==> config.mk <==
export PLATFORM = sky130hd
export DESIGN_NAME = fbq_ram
export DESIGN_NICKNAME = d
export VERILOG_FILES = /design/src/rtl/core/fbq_ram.sv
export SDC_FILE = /design/constraint.sdc
export NUM_CORES = 1
export LEC_CHECK = 0
export ABC_AREA = 0
export BUFFER_PORTS_ARGS = -buffer_cell sky130_fd_sc_hd__buf_4
export CORE_ASPECT_RATIO = 1.1
export CORE_MARGIN = 1
export CORE_UTILIZATION = 40
export CTS_BUF_LIST = sky130_fd_sc_hd__clkbuf_4
export CTS_CLUSTER_DIAMETER = 40
export DETAILED_ROUTE_END_ITERATION = 6
export PLACE_DENSITY = 0.54
export SLEW_MARGIN = 20
export SYNTH_ARGS = -nofsm -noshare
export SYNTH_HDL_FRONTEND = slang
export SYNTH_SLANG_ARGS = --single-unit
==> constraint.sdc <==
create_clock -name clock -period 2.9 [get_ports clock]
set_clock_uncertainty 0.15 [all_clocks]
set_input_delay 0.29 -clock clock [delete_from_list [all_inputs] [get_ports clock]]
set_output_delay 0.29 -clock clock [all_outputs]
set_load 0.02 [all_outputs]
==> src/rtl/core/fbq_ram.sv <==
// ----------------------------------------------------------------------------
// Feature bin quantizer RAM
// Single write port, single read port, registered read data.
// ----------------------------------------------------------------------------
module fbq_ram #(
   parameter int DW = 8,
   parameter int AW = 4
) (
   input  logic          clock,
   input  logic          wr_en,
   input  logic [AW-1:0] wr_addr,
   input  logic [DW-1:0] wr_data,
   input  logic [AW-1:0] rd_addr,
   output logic [DW-1:0] rd_data
);

   localparam int DEPTH = 1 << AW;

   logic [DW-1:0] mem [DEPTH];
   logic [DW-1:0] rd_data_ff;

   always_ff @(posedge clock) begin
      if (wr_en) begin
         mem[wr_addr] <= wr_data;
      end
      rd_data_ff <= mem[rd_addr];
   end

   assign rd_data = rd_data_ff;

endmodule

==> results_dict.tcl <==
set metrics [dict create \
    clk-insertion-delay-late_ns 0.51 \
    slew_viol_final 0 \
    die_y_um 121 \
    max_stage_delay_ns 0.64 \
    powerDensity_nw_per_um2 606 \
    syn_nets 247 \
    grt_pass1_vias 2505 \
    hold_viol 0 \
    start_util 0.409 \
    worstMarginPinSlew_ns 0.815 \
    timing.fmax_mhz 627 \
    overflow 0 \
    p_leak_nw 1.98 \
    wire_per_inst_um 22.1 \
    yosysSeqAreaShare 0.778 \
    crit_buf_inv 1 \
    crit_chain "buf_4 > or3b_2 > nor2_1" \
    fin_nets 304 \
    cts.sinks 136 \
    cts.clk_slew.worst_paths_ns 0.10 \
    layout-drive-gt1-share 0.294 \
    peakVddDrop_mv 0.260 \
    yosys_warnings 0 \
    setup_tns_ns 0 \
    place_area_um2 5560 \
    hpwl_um 6260 \
    drtAntennaViolNets 0 \
    ys_ff_latch 136 \
    yosysTopAreaCellShare 0.747 \
    drc 0 \
    crit_type "input pin to register" \
    cts_tree "built" \
    status "finished, final reports clean" \
    cts_buffers 17 \
    rsz0062_at_grt "no" \
    synth_area_leaders "edfxtp_1, mux4_2, mux4_1, dfxtp_1, a22oi_1" \
    critPathSlowestCell "nor2_1" \
    antenna_found_initial 0 \
    routed_via_density 5.26 \
    cts-root-buf "clkbuf_4" \
    netlist_instances 229 \
    grt_max_degree 33 \
    rows 43 \
    drt-total-wl_um 10100 \
    die_area_um2 13300 \
    yosys.area.top_type "edfxtp_1" \
    first_pass_iters 4 \
    fp.dieW_um 110 \
    gp_congestion 0.714 \
    cp-end-kind "register" \
    final.period_utilization 0.550 \
    pin_count 26 \
    clock_path_buffers 2 \
    avgSynthCellArea_um2 22.5 \
    ctsResizeCount 0 \
    whs_ns 0.167 \
    relSlewSlack 0.455 \
    critical_path.top_delay_family "simple AND/OR/NAND/NOR gates" \
    critPathMaxFanout 8 \
    grt_pass1_wl_um 15200 \
    synth.distinct_cells 19 \
    min_period_ns 1.59 \
    critical_path_arrival_ns 1.57 \
    synthToLayoutAreaGrowth_pct 14.6 \
    maxCapViolCount 0 \
    cp-start-kind "input pin" \
    vias 2400 \
    cts_htree_levels 4 \
    crit_required_ns 2.88 \
    stdcell_area_um2 5900 \
    hp-class "input pin to register" \
    portBuffers 25 \
    setup-violations-final 0 \
    track_usage 0.173 \
    drt_iter0_markers 175 \
    synthesis.area_um2 5150 \
    antenna_cells 0 \
    coreArea_um2 12600 \
]
## cells by family (layout without fill, tap and decap cells)
logic type / Yosys count / in the layout / share of synthesized area
DFF: 136 / 136 / 0.778
and+or+nand+nor: 35 / 35 / 0.0318
muxes: 32 / 32 / 0.150
AOI/OAI and AO/OA: 16 / 16 / 0.0233
buffers and inverters: 10 / 80 / 0.0168
## per-stage QoR
| step | setup slack [ns] | std cells | util | power, mW |
|---|---|---|---|---|
| finish | 1.31 | 456 | 0.468 | 3.58 |
| global route | 1.28 | 456 | 0.468 | 3.73 |
| CTS | 1.34 | 456 | 0.468 | 3.63 |
| detailed placement | 0.740 | 416 | 0.441 | 2.48 |
| global placement | 0.718 | 416 | 0.441 | 2.48 |
| floorplan | 0.967 | 229 | - | 2.38 |
## layer usage
metal | track usage | vias to the layer above | share of wire
li1 | - | 1092 | -
met1 | 0.232 | 1217 | 0.43
met2 | 0.264 | 78 | 0.49
met3 | 0.0510 | 13 | 0.060
met4 | 0.0699 | 0 | 0.015
met5 | 0 | - | 0
## sequential cells by signal (all words and copies together), names as in the netlist
signal and flops:
mem 128, rd_data 8
## cells in the mapped netlist
library cell	instances
nand3_1	1
edfxtp_1	128
buf_4	1
nor2_1	13
mux4_2	18
buf_6	3
nand3b_1	2
or3b_2	1
dfxtp_1	8
and2_1	1
buf_2	3
nor3_1	4
nand2_1	9
clkdlybuf4s25_2	3
mux4_1	14
nor2b_1	1
a22oi_1	16
and2b_1	1
nand2b_1	2
## timing repair
item / 4_1_cts / 5_1_grt
endpoints found under the hold margin: 128 / 0
hold buffers: 8 / 0
buffers inserted: 0 / 0
## where the power goes
| part | internal, mW | switching, mW | total [mW] |
|---|---|---|---|
| clock | 0.523 | 0.613 | 1.14 |
| combinational | 0.103 | 0.129 | 0.232 |
| sequential | 2.19 | 0.0143 | 2.21 |
## worst paths after layout
check | startpoint | endpoint | slack (ns) | depth (start not counted)
worst min-delay path | wr_addr[0] | mem[0][1]$_DFFE_PP_ | 0.17 | 3
worst max-delay path | wr_addr[2] | mem[1][6]$_DFFE_PP_ | 1.31 | 3
worst min register to register | mem[15][2]$_DFFE_PP_ | rd_data[2]$_DFF_P_ | 0.53 | 3
worst max register to register | mem[11][7]$_DFFE_PP_ | rd_data[7]$_DFF_P_ | 1.34 | 3
## tightest hold or removal path, stage by stage
cell and delay, ns:
buf_4 0.12, nor3_1 0.05, buf_4 0.18
## cell type report
cell class	count	area (um2)
fillers	1085	6690
clock buffers	20	150
clock inverters	12	109
multi-input cells	83	1060
well taps	157	196
repair buffers	48	380
flip-flops and latches	136	4000
## cells in the final DEF, fill, tap and decap left out, types with 3 or more instances in the layout
cell type / count
nand2_1: 9
edfxtp_1: 128
clkbuf_4: 20
dfxtp_1: 8
nor3_1: 4
buf_4: 40
dlygate4sd3_1: 8
nor2_1: 13
clkinv_1: 3
clkinv_2: 6
mux4_1: 14
mux4_2: 18
a22oi_1: 16
Power figures use the tool's default switching activity.
