--- src/rtl/core/fbq_pkg.sv ---
// ----------------------------------------------------------------------------
// Feature bin quantizer package
// Shared field widths, operation codes, sequencer states and result type.
// ----------------------------------------------------------------------------
package fbq_pkg;

   localparam int OP_W     = 2;
   localparam int FI_W     = 6;
   localparam int EI_W     = 5;
   localparam int VAL_W    = 32;
   localparam int CNT_IN_W = 6;
   localparam int CAT_W    = 6;
   localparam int FC_W     = 7;

   localparam logic [OP_W-1:0] OP_WR_DESC    = 2'd0;
   localparam logic [OP_W-1:0] OP_WR_VALUE   = 2'd1;
   localparam logic [OP_W-1:0] OP_CATEGORIZE = 2'd2;

   typedef enum logic [2:0] {
      ST_CLEAR,
      ST_IDLE,
      ST_LOOKUP,
      ST_SCAN,
      ST_DONE
   } state_type;

   typedef struct packed {
      logic             index_invalid;
      logic [CAT_W-1:0] category;
   } result_type;

endpackage

--- src/rtl/core/fbq_cmp.sv ---
// ----------------------------------------------------------------------------
// Feature bin quantizer comparator
// Equality test for discrete features, signed less-than for bin edges.
// ----------------------------------------------------------------------------
module fbq_cmp
   import fbq_pkg::*;
(
   input  logic             discrete,
   input  logic [VAL_W-1:0] sample,
   input  logic [VAL_W-1:0] entry,
   output logic             hit
);

   always_comb begin
      if (discrete) begin
         hit = (sample == entry);
      end else begin
         hit = ($signed(sample) < $signed(entry));
      end
   end

endmodule

--- config.mk ---
export PLATFORM = sky130hd
export DESIGN_NAME = fbq_cmp
export DESIGN_NICKNAME = d
export VERILOG_FILES = /design/src/rtl/core/fbq_pkg.sv /design/src/rtl/core/fbq_cmp.sv
export SDC_FILE = /design/constraint.sdc
export NUM_CORES = 1
export LEC_CHECK = 0
export ABC_AREA = 0
export BUFFER_PORTS_ARGS = -buffer_cell sky130_fd_sc_hd__buf_2
export CAP_MARGIN = 15
export CORE_MARGIN = 4
export CORE_UTILIZATION = 36
export DETAILED_ROUTE_END_ITERATION = 8
export PLACE_DENSITY = 0.84
export SYNTH_ARGS = -nofsm -noshare
export SYNTH_HDL_FRONTEND = slang
export SYNTH_SLANG_ARGS = --single-unit
--- constraint.sdc ---
create_clock -name vclk -period 7
set_input_delay 1.4 -clock vclk [all_inputs]
set_output_delay 1.4 -clock vclk [all_outputs]
set_load 0.02 [all_outputs]
==> results.py, run 1 <==
metrics = {
    "status": {
        "status": "completed",
    },
    "route": {
        "antenna_left": 0,
        "routedWlPerCell_um": 9.23,
        "drt_wl_total_um": 1970,
        "drtIter0Drc": 9,
        "avgViaCountPerCell": 4.77,
        "drc": 0,
        "first_pass_iters": 3,
        "via_count": 1017,
    },
    "timing": {
        "hold_viol": 0,
        "setup_viol": 0,
        "clock.fmax_mhz": 215,
        "rsz0062_at_grt": "no",
        "finalCritPeriodShare_pct": 66.5,
        "relSlewSlack_pct": 74.7,
        "period_needed_ns": 4.66,
        "fin_ws_ns": 2.34,
        "slew_violations": 0,
        "setup_tns_ns": 0,
        "worst_pin_slew_ns": 0.377,
    },
    "global_routing": {
        "grt_pass1_wl_um": 3420,
        "grt_max_degree": 6,
        "overflow": 0,
        "grt_usage_pct": 12.2,
        "grt_pass1_vias": 929,
        "grt_antenna_before_repair": 0,
    },
    "placement": {
        "hpwl_um": 1940,
        "io_buffers": 66,
        "gp_congestion": 0.791,
        "dp_slack_ns": 2.34,
    },
    "floorplan": {
        "rows": 17,
        "coreArea_mm2": 0.00219,
        "start_util_pct": 37.5,
        "dieArea_mm2": 0.00311,
        "die_w_um": 55.8,
        "die_h_um": 55.8,
        "ioPinCount": 66,
    },
    "critical_path": {
        "required_ns": 5.60,
        "critPathLaunchType": "input pin",
        "path_class": "in -> out",
        "cp-end-kind": "output pin",
        "cp.arrival_ns": 3.26,
        "cp_max_fo": 5,
    },
    "logic_synthesis": {
        "synth.avg_cell_area_um2": 6.90,
        "synth_nets": 216,
        "netlist_area_um2": 821,
        "synth.top_cells.by_count": "33 x inv_1, 32 x ha_1, 13 x a21oi_1",
        "synth_area_leader_cell": "ha_1",
        "synth_warnings": 0,
        "synth.distinct_cells": 17,
        "yosys-top-cells-area": "ha_1 49%, inv_1 15%, a21oi_1 7.9%",
        "yosysTopAreaCellShare_pct": 48.8,
        "ys_seq_area_share_pct": 0,
        "yosysMostFrequentCell": "inv_1",
        "synthCells": 119,
    },
    "power": {
        "ir_drop_mv": 0.0231,
        "leakagePower_nw": 0.770,
        "power_density_mw_per_mm2": 50.4,
    },
    "layout": {
        "nNetsFinal": 284,
        "fillCellCount": 243,
        "layout-drive-gt1-share_pct": 35.7,
        "antennaDiodeCount": 0,
        "clock_buffers": 0,
        "seqCellArea_um2": 0,
        "area_growth_pct": 44.5,
        "n_sequential_cell": 0,
        "utilization_pct": 54.1,
    },
    "clock_tree": {
        "postCtsHoldBufs": 0,
        "cts_setup_buffers": 0,
        "cts_resized": 0,
    },
    "min_path": {
        "hold_class": "in -> out",
        "min_path_cells": 5,
    },
    "run": {
        "maxCapViolCount": 0,
    },
}
## per-stage QoR
step                power (mW)  std cells  hold slack (ns)  instance area, um^2
floorplan               0.0347        119             3.10                  821
global placement        0.0598        213             3.25                 1190
detailed placement      0.0608        213             3.26                 1190
CTS                     0.0611        213             3.26                 1190
global route            0.0712        213             3.31                 1190
finish                  0.0598        213             3.25                 1190
## cells in the final DEF, fill, tap and decap left out
master and n:
nor4_1 2, nand4bb_1 1, nor2_1 5, nand2_1 9, a221o_1 1, o21ai_0 4, a211oi_1 2, a21oi_1 13
a21o_1 1, or4b_1 1, ha_1 32, buf_2 66, nand3_1 5, a221oi_1 1, o211ai_1 1, inv_1 33
nand3b_1 1, nand4_1 7
## final timing paths
check                   from  end
hold / removal      discrete  hit
setup / recovery  sample[31]  hit
## where the power goes
group	switching, mW	internal (mW)
logic	0.0280	0.0318
clock network	0	0
registers	0	0
## worst max-delay path, cell delays in order
cell and delay (ns):
buf_2 0.10, ha_1 0.35, nand4_1 0.16, nor2_1 0.07, a221oi_1 0.27, o211ai_1 0.16
or4b_1 0.48, nand4_1 0.10, buf_2 0.17
## kinds of logic (layout without fill, tap and decap cells)
logic type	after synthesis	count (layout)	synth area share, %
adders and majority gates	32	32	48.8
AOI/OAI and AO/OA	23	23	16.3
buffers and inverters	33	99	15.1
and+or+nand+nor	31	31	19.8
## layout make-up
class,instances,area (um^2),share of cell area (%)
inverter,33,124,10.4
multi-input combinational,86,697,58.8
timing repair buffer,66,330,27.8
tap,28,35.0,2.95
## routing by layer
metal	track usage [%]	vias to the layer above	share of wire, %
met4	0	0	0
met3	1.62	0	8.9
met1	14.6	430	42
li1	-	547	-
met5	0	-	0
met2	24.2	40	49
Note: power is estimated with default switching activity, not from simulation.
==> run 2: changes to the inputs <==
ABC_AREA = 1   (was 0)
PLACE_DENSITY = 0.85   (was 0.84)
clock period = 3.7 ns   (was 7 ns; I/O delays follow)
==> results.py, run 2 <==
metrics = {
    "status": {
        "status": "completed",
    },
    "logic_synthesis": {
        "netlist_area_um2": 895,
        "yosys-top-cells-area": "ha_1 45%, inv_1 17%, nand2_1 16%",
        "synth_warnings": 0,
        "yosysMostFrequentCell": "inv_1",
        "synth.avg_cell_area_um2": 6.04,
        "yosysTopAreaCellShare_pct": 44.8,
        "synthCells": 148,
        "synth.distinct_cells": 15,
        "synth_area_leader_cell": "ha_1",
        "synth_nets": 245,
        "synth.top_cells.by_count": "41 x inv_1, 38 x nand2_1, 32 x ha_1",
        "ys_seq_area_share_pct": 0,
    },
    "route": {
        "drc": 0,
        "drt_wl_total_um": 1890,
        "antenna_left": 0,
        "drtIter0Drc": 13,
        "first_pass_iters": 4,
        "avgViaCountPerCell": 4.26,
        "routedWlPerCell_um": 7.80,
        "via_count": 1030,
    },
    "layout": {
        "antennaDiodeCount": 0,
        "seqCellArea_um2": 0,
        "n_sequential_cell": 0,
        "layout_commonest_cell": "buf_2",
        "layout-drive-gt1-share_pct": 33.2,
        "stdcell_count": 242,
        "layout_common_cells": "66 x buf_2, 41 x inv_1, 38 x nand2_1",
        "utilization_pct": 54.8,
        "clock_buffers": 0,
        "area_growth_pct": 40.8,
        "nNetsFinal": 313,
    },
    "min_path": {
        "hold_start": "discrete",
        "hold_class": "in -> out",
    },
    "placement": {
        "hpwl_um": 1850,
        "place_inst": 242,
        "gp_congestion": 0.787,
        "io_buffers": 66,
        "dp_slack_ns": 0.881,
    },
    "critical_path": {
        "cp.arrival_ns": 2.06,
        "worstPathCellList": "buf_2 > ha_1 > a21oi_1 > o21a_1 > nand2_1 > a21oi_2 > nand2_1 > nand2_1 > nand3_1 > nand2_1 > buf_2",
        "slowest_stage": "ha_1",
        "crit_start": "sample[31]",
        "path_class": "in -> out",
        "critPathLaunchType": "input pin",
        "required_ns": 2.96,
        "crit_path_frequent_cell": "nand2_1",
        "cp-end-kind": "output pin",
        "max_stage_delay_ns": 0.33,
        "cp_max_fo": 4,
    },
    "timing": {
        "fin_ws_ns": 0.898,
        "clock.fmax_mhz": 357,
        "period_needed_ns": 2.80,
        "hold_viol": 0,
        "rsz0062_at_grt": "no",
        "setup_tns_ns": 0,
        "worst_pin_slew_ns": 0.182,
        "finalCritPeriodShare_pct": 75.7,
        "hold-worst-slack_ns": 1.85,
        "slew_violations": 0,
        "relSlewSlack_pct": 87.7,
        "setup_viol": 0,
    },
    "power": {
        "leakagePower_nw": 0.886,
        "switching_share_pct": 48.2,
        "ir_drop_mv": 0.0475,
        "power_density_mw_per_mm2": 94.6,
        "p_int_mw": 0.0617,
        "seqPwrFrac_pct": 0,
        "switching_power_mw": 0.0575,
        "p_comb_share_pct": 100.0,
        "clockPowerShare_pct": 0,
    },
    "floorplan": {
        "coreArea_mm2": 0.00230,
        "ioPinCount": 66,
        "die_w_um": 57.9,
        "rows": 17,
        "dieArea_mm2": 0.00335,
        "start_util_pct": 38.9,
        "die_h_um": 57.9,
    },
    "global_routing": {
        "grt_pass1_wl_um": 3260,
        "grt_usage_pct": 11.1,
        "grt_max_degree": 5,
        "overflow": 0,
        "grt_pass1_vias": 932,
        "grt_antenna_before_repair": 0,
    },
    "clock_tree": {
        "postCtsHoldBufs": 0,
        "cts_resized": 0,
        "cts_setup_buffers": 0,
    },
    "run": {
        "maxCapViolCount": 0,
    },
}
run 2: cell types whose count changed after synthesis, moves of 2 or more:
| cell | delta |
|---|---|
| nor2_1 | +3 |
| nand2_1 | +29 |
| nand4_1 | -6 |
| o21a_1 | +2 |
| nor2_2 | +2 |
| inv_1 | +8 |
| nor4_1 | -2 |
| o21ai_0 | -2 |
| a211oi_1 | -2 |
run 2: cell families after synthesis:
kind of cell,synth area share [%]
adder cells (fa/ha/maj),44.8
AO/OA/AOI/OAI,11.9
AND/OR/NAND/NOR,25.7
buffers and inverters,17.6
run 2: worst max-delay path: cells and delay by family:
family | cells | cell delay (ns)
compound gates | 3 | 0.41
simple gates | 5 | 0.31
buf+inv | 2 | 0.26
fa+ha+maj | 1 | 0.33
run 2: metrics by stage:
stage	power [mW]	area, um^2
final	0.119	1260
after global routing	0.143	1260
after CTS	0.121	1260
after detailed placement	0.120	1260
after global placement	0.118	1260
after floorplan	0.0721	895
run 2: path summary, 6_finish.rpt:
path / slack [ns] / to / cells after the start
setup / recovery: 0.90 / hit / 11
hold / removal: 1.85 / hit / 4
run 2: cell type report:
type,count,area [um^2]
Fill cell,251,1040
Multi-Input combinational cell,106,737
Timing Repair Buffer,66,330
Inverter,42,158
Tap cell,28,35.0
run 2: power by group through the flow:
stage / Sequential, mW / Combinational [mW] / Clock, mW
6_report: 0 / 0.119 / 0
5_1_grt: 0 / 0.143 / 0
4_1_cts: 0 / 0.121 / 0
3_5_place_dp: 0 / 0.120 / 0
3_3_place_gp: 0 / 0.118 / 0
2_1_floorplan: 0 / 0.0721 / 0
run 2: metal layers:
metal	vias up	GRT usage, %	wire [um]
met2	40	20.5	840
met1	396	14.5	831
met5	-	0	0
li1	594	-	-
met3	0	1.34	217
met4	0	0	0
