[config.mk]
export PLATFORM = sky130hd
export DESIGN_NAME = fbq_seq
export DESIGN_NICKNAME = d
export VERILOG_FILES = /design/src/rtl/core/fbq_pkg.sv /design/src/rtl/core/fbq_seq.sv
export SDC_FILE = /design/constraint.sdc
export NUM_CORES = 1
export LEC_CHECK = 0
export ABC_CLOCK_PERIOD_IN_PS = 5700
export BUFFER_PORTS_ARGS = -buffer_cell sky130_fd_sc_hd__buf_2
export CORE_ASPECT_RATIO = 1.2
export CORE_MARGIN = 3
export CORE_UTILIZATION = 35
export CTS_CLUSTER_SIZE = 8
export DETAILED_ROUTE_END_ITERATION = 8
export HOLD_SLACK_MARGIN = 0.05
export SLEW_MARGIN = 20
export SYNTH_ARGS = -nofsm -noshare
export SYNTH_HDL_FRONTEND = slang
export SYNTH_SLANG_ARGS = --single-unit
[constraint.sdc]
create_clock -name clock -period 5.7 [get_ports clock]
set_clock_uncertainty 0.2 [all_clocks]
set_input_delay 0.285 -clock clock [delete_from_list [all_inputs] [get_ports clock]]
set_output_delay 0.285 -clock clock [all_outputs]
set_load 0.02 [all_outputs]
[src/rtl/core/fbq_pkg.sv]
// ----------------------------------------------------------------------------
// Feature bin quantizer package
// Shared field widths, operation codes, sequencer states and result type.
// ----------------------------------------------------------------------------
package fbq_pkg;

   localparam int OP_W     = 2;
   localparam int FI_W     = 6;
   localparam int EI_W     = 5;
   localparam int VAL_W    = 32;
   localparam int CNT_IN_W = 6;
   localparam int CAT_W    = 6;
   localparam int FC_W     = 7;

   localparam logic [OP_W-1:0] OP_WR_DESC    = 2'd0;
   localparam logic [OP_W-1:0] OP_WR_VALUE   = 2'd1;
   localparam logic [OP_W-1:0] OP_CATEGORIZE = 2'd2;

   typedef enum logic [2:0] {
      ST_CLEAR,
      ST_IDLE,
      ST_LOOKUP,
      ST_SCAN,
      ST_DONE
   } state_type;

   typedef struct packed {
      logic             index_invalid;
      logic [CAT_W-1:0] category;
   } result_type;

endpackage

[src/rtl/core/fbq_seq.sv]
// ----------------------------------------------------------------------------
// Feature bin quantizer sequencer
// Clears the descriptors after reset, handles write items, walks a feature's
// table one entry per cycle and holds the result register.
// ----------------------------------------------------------------------------
module fbq_seq
   import fbq_pkg::*;
#(
   parameter int MAX_FEATURES = 64,
   parameter int MAX_ENTRIES  = 32,
   parameter int FA_W         = 6,
   parameter int EA_W         = 5,
   parameter int CNT_W        = 6
) (
   input  logic                  clock,
   input  logic                  reset,
   input  logic                  req_valid,
   output logic                  req_ready,
   input  logic [OP_W-1:0]       req_operation,
   input  logic [FI_W-1:0]       req_feature_index,
   input  logic [EI_W-1:0]       req_entry_index,
   input  logic [VAL_W-1:0]      req_value,
   input  logic                  req_discrete_flag,
   input  logic [CNT_IN_W-1:0]   req_entry_count,
   input  logic                  csr_wr_en,
   input  logic [FC_W-1:0]       csr_wr_data,
   output logic                  desc_we,
   output logic [FA_W-1:0]       desc_waddr,
   output logic [CNT_W:0]        desc_wdata,
   output logic [FA_W-1:0]       desc_raddr,
   input  logic [CNT_W:0]        desc_rdata,
   output logic                  tbl_we,
   output logic [FA_W+EA_W-1:0]  tbl_waddr,
   output logic [VAL_W-1:0]      tbl_wdata,
   output logic [FA_W+EA_W-1:0]  tbl_raddr,
   output logic                  cmp_discrete,
   output logic [VAL_W-1:0]      cmp_sample,
   input  logic                  cmp_hit,
   output logic                  rsp_valid,
   input  logic                  rsp_ready,
   output result_type            rsp_result
);

   state_type            state_ff, state_in;
   logic [FA_W-1:0]      clr_ff, clr_in;
   logic [FC_W-1:0]      fcount_ff;
   logic [FA_W-1:0]      feat_ff, feat_in;
   logic [VAL_W-1:0]     sample_ff, sample_in;
   logic                 invalid_ff, invalid_in;
   logic                 disc_ff, disc_in;
   logic [CNT_W-1:0]     count_ff, count_in;
   logic [CNT_W-1:0]     iss_ff, iss_in;
   logic                 cmp_vld_ff, cmp_vld_in;
   logic [CNT_W-1:0]     cmp_idx_ff, cmp_idx_in;
   logic                 res_inv_ff, res_inv_in;
   logic [CNT_W-1:0]     res_cat_ff, res_cat_in;
   logic                 out_vld_ff, out_vld_in;
   result_type           out_ff, out_in;

   logic                 accept;
   logic                 fi_ok;
   logic                 ei_ok;
   logic                 issue;
   logic                 last_cmp;
   logic                 out_free;
   logic [CNT_W-1:0]     cnt_sat;
   logic [CNT_W-1:0]     cmp_next;
   logic [31:0]          res_cat_wide;

   assign accept   = req_valid && req_ready;
   assign fi_ok    = (32'(req_feature_index) < MAX_FEATURES);
   assign ei_ok    = (32'(req_entry_index) < MAX_ENTRIES);
   assign cnt_sat  = (32'(req_entry_count) > MAX_ENTRIES) ?
                     CNT_W'(MAX_ENTRIES) : CNT_W'(req_entry_count);
   assign issue    = (iss_ff < count_ff);
   assign cmp_next = cmp_idx_ff + CNT_W'(1);
   assign last_cmp = (cmp_next == count_ff);
   assign out_free = !out_vld_ff || rsp_ready;
   assign res_cat_wide = 32'(res_cat_ff);

   always_comb begin
      state_in = state_ff;
      unique case (state_ff)
         ST_CLEAR: begin
            if (clr_ff == FA_W'(MAX_FEATURES - 1)) begin
               state_in = ST_IDLE;
            end
         end
         ST_IDLE: begin
            if (accept && (req_operation == OP_CATEGORIZE)) begin
               state_in = ST_LOOKUP;
            end
         end
         ST_LOOKUP: begin
            if (invalid_ff || (desc_rdata[CNT_W-1:0] == '0)) begin
               state_in = ST_DONE;
            end else begin
               state_in = ST_SCAN;
            end
         end
         ST_SCAN: begin
            if (cmp_vld_ff && (cmp_hit || last_cmp)) begin
               state_in = ST_DONE;
            end
         end
         ST_DONE: begin
            if (out_free) begin
               state_in = ST_IDLE;
            end
         end
      endcase
   end

   always_comb begin
      req_ready    = 1'b0;
      desc_we      = 1'b0;
      desc_waddr   = FA_W'(req_feature_index);
      desc_wdata   = {req_discrete_flag, cnt_sat};
      desc_raddr   = FA_W'(req_feature_index);
      tbl_we       = 1'b0;
      tbl_waddr    = {FA_W'(req_feature_index), EA_W'(req_entry_index)};
      tbl_wdata    = req_value;
      tbl_raddr    = {feat_ff, iss_ff[EA_W-1:0]};
      clr_in       = clr_ff;
      feat_in      = feat_ff;
      sample_in    = sample_ff;
      invalid_in   = invalid_ff;
      disc_in      = disc_ff;
      count_in     = count_ff;
      iss_in       = iss_ff;
      cmp_vld_in   = 1'b0;
      cmp_idx_in   = cmp_idx_ff;
      res_inv_in   = res_inv_ff;
      res_cat_in   = res_cat_ff;
      out_vld_in   = out_vld_ff && !rsp_ready;
      out_in       = out_ff;
      unique case (state_ff)
         ST_CLEAR: begin
            desc_we    = 1'b1;
            desc_waddr = clr_ff;
            desc_wdata = '0;
            clr_in     = clr_ff + FA_W'(1);
         end
         ST_IDLE: begin
            req_ready = 1'b1;
            desc_we   = accept && (req_operation == OP_WR_DESC) && fi_ok;
            tbl_we    = accept && (req_operation == OP_WR_VALUE) && fi_ok && ei_ok;
            feat_in    = FA_W'(req_feature_index);
            sample_in  = req_value;
            invalid_in = ({1'b0, req_feature_index} >= fcount_ff) || !fi_ok;
         end
         ST_LOOKUP: begin
            disc_in    = desc_rdata[CNT_W];
            count_in   = desc_rdata[CNT_W-1:0];
            iss_in     = '0;
            res_inv_in = invalid_ff;
            res_cat_in = '0;
         end
         ST_SCAN: begin
            iss_in     = iss_ff + CNT_W'(issue);
            cmp_vld_in = issue;
            cmp_idx_in = iss_ff;
            if (cmp_vld_ff && cmp_hit) begin
               res_cat_in = cmp_idx_ff;
            end else if (cmp_vld_ff && last_cmp) begin
               res_cat_in = disc_ff ? '0 : count_ff;
            end
         end
         ST_DONE: begin
            if (out_free) begin
               out_vld_in             = 1'b1;
               out_in.index_invalid   = res_inv_ff;
               out_in.category        = res_cat_wide[CAT_W-1:0];
            end
         end
      endcase
   end

   always_ff @(posedge clock) begin
      if (reset) begin
         state_ff   <= ST_CLEAR;
         clr_ff     <= '0;
         fcount_ff  <= '0;
         cmp_vld_ff <= 1'b0;
         out_vld_ff <= 1'b0;
      end else begin
         state_ff   <= state_in;
         clr_ff     <= clr_in;
         cmp_vld_ff <= cmp_vld_in;
         out_vld_ff <= out_vld_in;
         if (csr_wr_en) begin
            fcount_ff <= csr_wr_data;
         end
      end
   end

   always_ff @(posedge clock) begin
      feat_ff    <= feat_in;
      sample_ff  <= sample_in;
      invalid_ff <= invalid_in;
      disc_ff    <= disc_in;
      count_ff   <= count_in;
      iss_ff     <= iss_in;
      cmp_idx_ff <= cmp_idx_in;
      res_inv_ff <= res_inv_in;
      res_cat_ff <= res_cat_in;
      out_ff     <= out_in;
   end

   assign cmp_discrete = disc_ff;
   assign cmp_sample   = sample_ff;
   assign rsp_valid    = out_vld_ff;
   assign rsp_result   = out_ff;

endmodule

==> flow_results.org <==
** Synthesis
- By area, the combinational part of the netlist is dominated by buffers and inverters.
- Ranked by instance count, the synthesized netlist is headed by sky130_fd_sc_hd__edfxtp_1, sky130_fd_sc_hd__buf_4, sky130_fd_sc_hd__nor2_1.
- Synth Area in Compound Gates :: 0.0641
- Share of synthesized cell area in and, or, nand and nor gates :: 0.102
- Among all cell types in the netlist, the one instantiated most often is sky130_fd_sc_hd__edfxtp_1.
- In the synthesized netlist the dominant register cell turns out to be sky130_fd_sc_hd__edfxtp_1.
- The cell area that synthesis handed to floorplanning was 4180 um^2.
- The portion of synthesized area spent on multiplexers is 0.0326.
- Area share of the largest cell type after synthesis :: 0.517
- Number of warnings issued by yosys :: 0
- A synthesized cell averages about 13 um^2.
- In the post-synthesis netlist, the biggest area contributors are sky130_fd_sc_hd__edfxtp_1, sky130_fd_sc_hd__buf_4, sky130_fd_sc_hd__dfxtp_1, sky130_fd_sc_hd__ha_1, sky130_fd_sc_hd__nor2_1.
- Distinct cell type count after synthesis :: between 40 and 50
- Xor/xnor cell area share of the yosys netlist :: 0.0314
- The share of the Yosys chip area taken by registers is 0.604.
- Synthesis handed over a netlist of 330 instances.
- For this run, asynchronously set or reset flops after synthesis account for 0.
- Flip-flop and latch count after synthesis :: 90
- Summed over all instances, the cell type with the most area after synthesis is sky130_fd_sc_hd__edfxtp_1.
- Number of enable flip-flop cells after synthesis :: approximately 70
- Counting every net in the synthesized netlist gives about 420.
- Of the total synthesized cell area, the portion taken by full adders, half adders and majority gates is 0.0449.

** Finish
- Antenna diodes :: 0
- Of the cells placed in the final design, the portion with a size suffix greater than 1 is 0.398.
- At the end of the flow the core is filled with cells to 0.487.
- After routing the design area is about 5700 um^2.
- Area growth from synthesis to layout :: 35.5%
- Area of the multi-input gates :: 1160 um^2
- Fill cells :: around 1100
- At the end of the flow, the number of nets in the layout was 597.
- The count of cells in the finished layout, fillers not included, comes to around 670.
- Registers take 2520 um^2.

** CTS
- TritonCTS clock tree :: yes
- The clock reaches the later pin of the worst-skew pair after around 0.34 ns.
- Buffer type at the clock tree root :: sky130_fd_sc_hd__clkbuf_16
- The clock passes through at most 2 buffers.
- In this run, CTS created clock tree buffers numbering 9.
- Clock-pin slew was measured on the worst setup and hold paths at approximately 0.07 ns.
- H-tree level count :: 3
- Counting every sink on the clock net gives 90.

** Outcome
- Run status :: finished clean

** Worst setup path
- Worst-path cell chain :: nor3b_2, buf_4, nand3b_1, o21bai_1, buf_2
- Critical path capture point type :: output pin
- STA classifies the critical path startpoint as a flip-flop.
- Arr. time, crit path :: approximately 2.3 ns
- On the critical path the largest part of the delay comes from flip-flops.
- Required time at the worst-slack endpoint :: between 5 and 6 ns
- Buf/Inv on CP :: 2
- Maximum cell stage delay along the critical path :: between 0.6 and 0.7 ns
- The largest individual stage delay along the critical path comes from the cell sky130_fd_sc_hd__dfxtp_1.
- The setup path with the least slack is of type flip-flop to output pin.
- Critical Path Fanout Max :: 41

** STA
- Hold is met by 0.127 ns.
- Setup slack on the critical path of the routed design comes to roughly 3.0 ns.
- Measured against its own limit, the worst slew margin works out to 0.503.
- Final hold violations :: 0
- The total count of max-transition violations in the final report is 0.
- Total negative slack :: 0 ns
- Final setup fails :: 0
- Of the available clock period, the critical path in the final layout requires 0.480.
- At the pin with the least slew margin, the transition time is 0.743 ns.
- Based on the critical path, the design can be clocked at up to 365 MHz.
- Setup repair after global routing left no endpoint under its margin.
- Subtracting the final worst setup slack from the clock period gives roughly 2.7 ns.

** Power and ir drop
- The worst-case IR drop observed on VDD is 0.000120 V.
- Summed over all cells, the static leakage comes to between 2 and 2.5 nW.
- Sequential fraction of design power :: 0.491
- Of the total power, the share spent switching nets is 0.229.
- Power Dens Cells :: roughly 260 nW/um^2
- Of the total power, combinational logic draws 0.086.
- Internal power comes to about 1.1 mW.
- Final total power :: around 1.5 mW
- The analysis attributes to net switching a power of roughly 0.33 mW.
- Of the total power, the clock network draws 0.422.

** Floorplan
- The floorplan has 43 rows.
- Measured along the x axis, the die boundary spans roughly 110 um.
- Overall die area :: roughly 13000 um^2
- Core footprint :: around 12000 um^2
- The initial utilization of the core area, before any placement, comes to 0.360.
- Die outline height :: roughly 130 um
- Ports placed on the boundary :: between 150 and 200

** Drt
- Routed via count :: slightly above 3000
- Post-detailed-route count of antenna-violating nets :: 0
- Avg Vias per Cell :: about 4.6
- WL/cell :: about 15 um
- Drt initial violations :: between 100 and 150
- The final layout contains routed wiring with a total length of between 10 and 15 mm.
- Detailed-routing iteration count for the pre-antenna-repair pass :: 4
- Number of remaining DRC errors :: 0

** Place
- OpenSTA, run right after detailed placement, puts the worst setup slack at just over 3 ns.
- In this run the tool buffered the top-level ports with approximately 180 buffer cells.
- The congestion estimate from routability-driven global placement came to about 0.82.
- Detailed placement finished with a half-perimeter wire length of between 7 and 8 mm.
- After detailed placement, the design holds a cell count of roughly 600.
- Placed cell areas :: slightly below 5000 um^2

** Global route
- Wire length of the first global-routing pass :: between 15 and 20 mm
- The number of global-route vias before repair came to just over 3000.
- The initial antenna violation count is 0.
- Global-route total usage across every layer :: 0.154
- After global routing the overflow that remains totals 0.
- Entering global routing, the biggest net connects 42 pins.

** Job
- Reported max-cap violation count :: 0

** Worst hold path
- Type of the most critical hold path :: input port to flip-flop
cell families after synthesis:
group / count (synthesis)
xor gates and xnor gates: 15
DFF: 90
AOI/OAI and AO/OA: 38
adders and majority gates: 15
and+or+nand+nor: 81
muxes: 13
buffers and inverters: 78
registers in the layout, summed over array words and instances, names as in the netlist:
register	flops
cmp_sample	32
fcount_ff	7
rsp_result	7
clr_ff	6
cmp_idx_ff	6
count_ff	6
feat_ff	6
iss_ff	6
res_cat_ff	6
state_ff	3
cmp_discrete	1
cmp_vld_ff	1
invalid_ff	1
res_inv_ff	1
rsp_valid	1
cell usage in the layout, fill, tap and decap left out, drive strengths merged, types with 8 or more instances in the layout:
cell         Yosys  final
buf             58    179
edfxtp          72     72
dlygate4sd3      0     52
nor2            26     26
inv             16     20
dfxtp           18     18
ha              15     15
nand2           13     13
a21oi           12     12
clkbuf           4      9
xor2             8      8
or3              8      8
mux2i            8      8
power by group through the flow:
| stage | combinational (mW) | sequential (mW) | clock [mW] |
|---|---|---|---|
| after floorplan | 0.0735 | 0.727 | 0 |
| after global placement | 0.0950 | 0.728 | 0 |
| after detailed placement | 0.0964 | 0.728 | 0 |
| after CTS | 0.124 | 0.713 | 0.628 |
| after global routing | 0.135 | 0.714 | 0.651 |
| final | 0.125 | 0.713 | 0.613 |
worst reg2reg max path, stage by stage, from the launching register on:
cell                       delay (ns)
sky130_fd_sc_hd__edfxtp_1        0.45
sky130_fd_sc_hd__ha_1            0.32
sky130_fd_sc_hd__a21o_1          0.15
sky130_fd_sc_hd__a21o_1          0.17
sky130_fd_sc_hd__a211o_1         0.30
sky130_fd_sc_hd__a21oi_1         0.13
sky130_fd_sc_hd__ha_1            0.19
sky130_fd_sc_hd__ha_1            0.20
sky130_fd_sc_hd__nand3_1         0.10
sky130_fd_sc_hd__xor2_1          0.14
sky130_fd_sc_hd__nor2_1          0.05
final cells by class:
class | instances | share of cell area
sequential | 90 | 0.446
clock buffer | 9 | 0.0398
clock inverter | 7 | 0.0146
tap | 157 | 0.0347
timing repair buffer | 231 | 0.251
multi-input combinational | 162 | 0.204
inverter | 16 | 0.0106
what timing repair did:
item                                    CTS  global route
setup buffers                             0             0
hold buffers                             52             0
endpoints found under the setup margin    0             0
resized for setup                         0             0
endpoints found under the hold margin    52             0
layer usage:
layer  wire (um)  global-route usage  part of all wire
met5           0                   0                 0
met2        5210               0.260              0.50
met3         649              0.0349             0.063
met4         240              0.0694             0.023
met1        4220               0.187              0.41
worst paths after layout:
check                                          endpoint  slack [ns]  cells past startpoint                         from
worst max register to register  iss_ff[4]$_SDFFCE_PP0P_        3.05                     10      iss_ff[1]$_SDFFCE_PP0P_
worst min-delay path               rsp_valid$_SDFF_PP0_        0.13                      3                    rsp_ready
worst min register to register  rsp_result[1]$_DFFE_PP_        0.22                      0  res_cat_ff[1]$_SDFFCE_PP0P_
worst max-delay path                            desc_we        2.96                      5     state_ff[0]$_SDFFE_PP0P_
No activity file was read; power rests on OpenSTA's default activity.
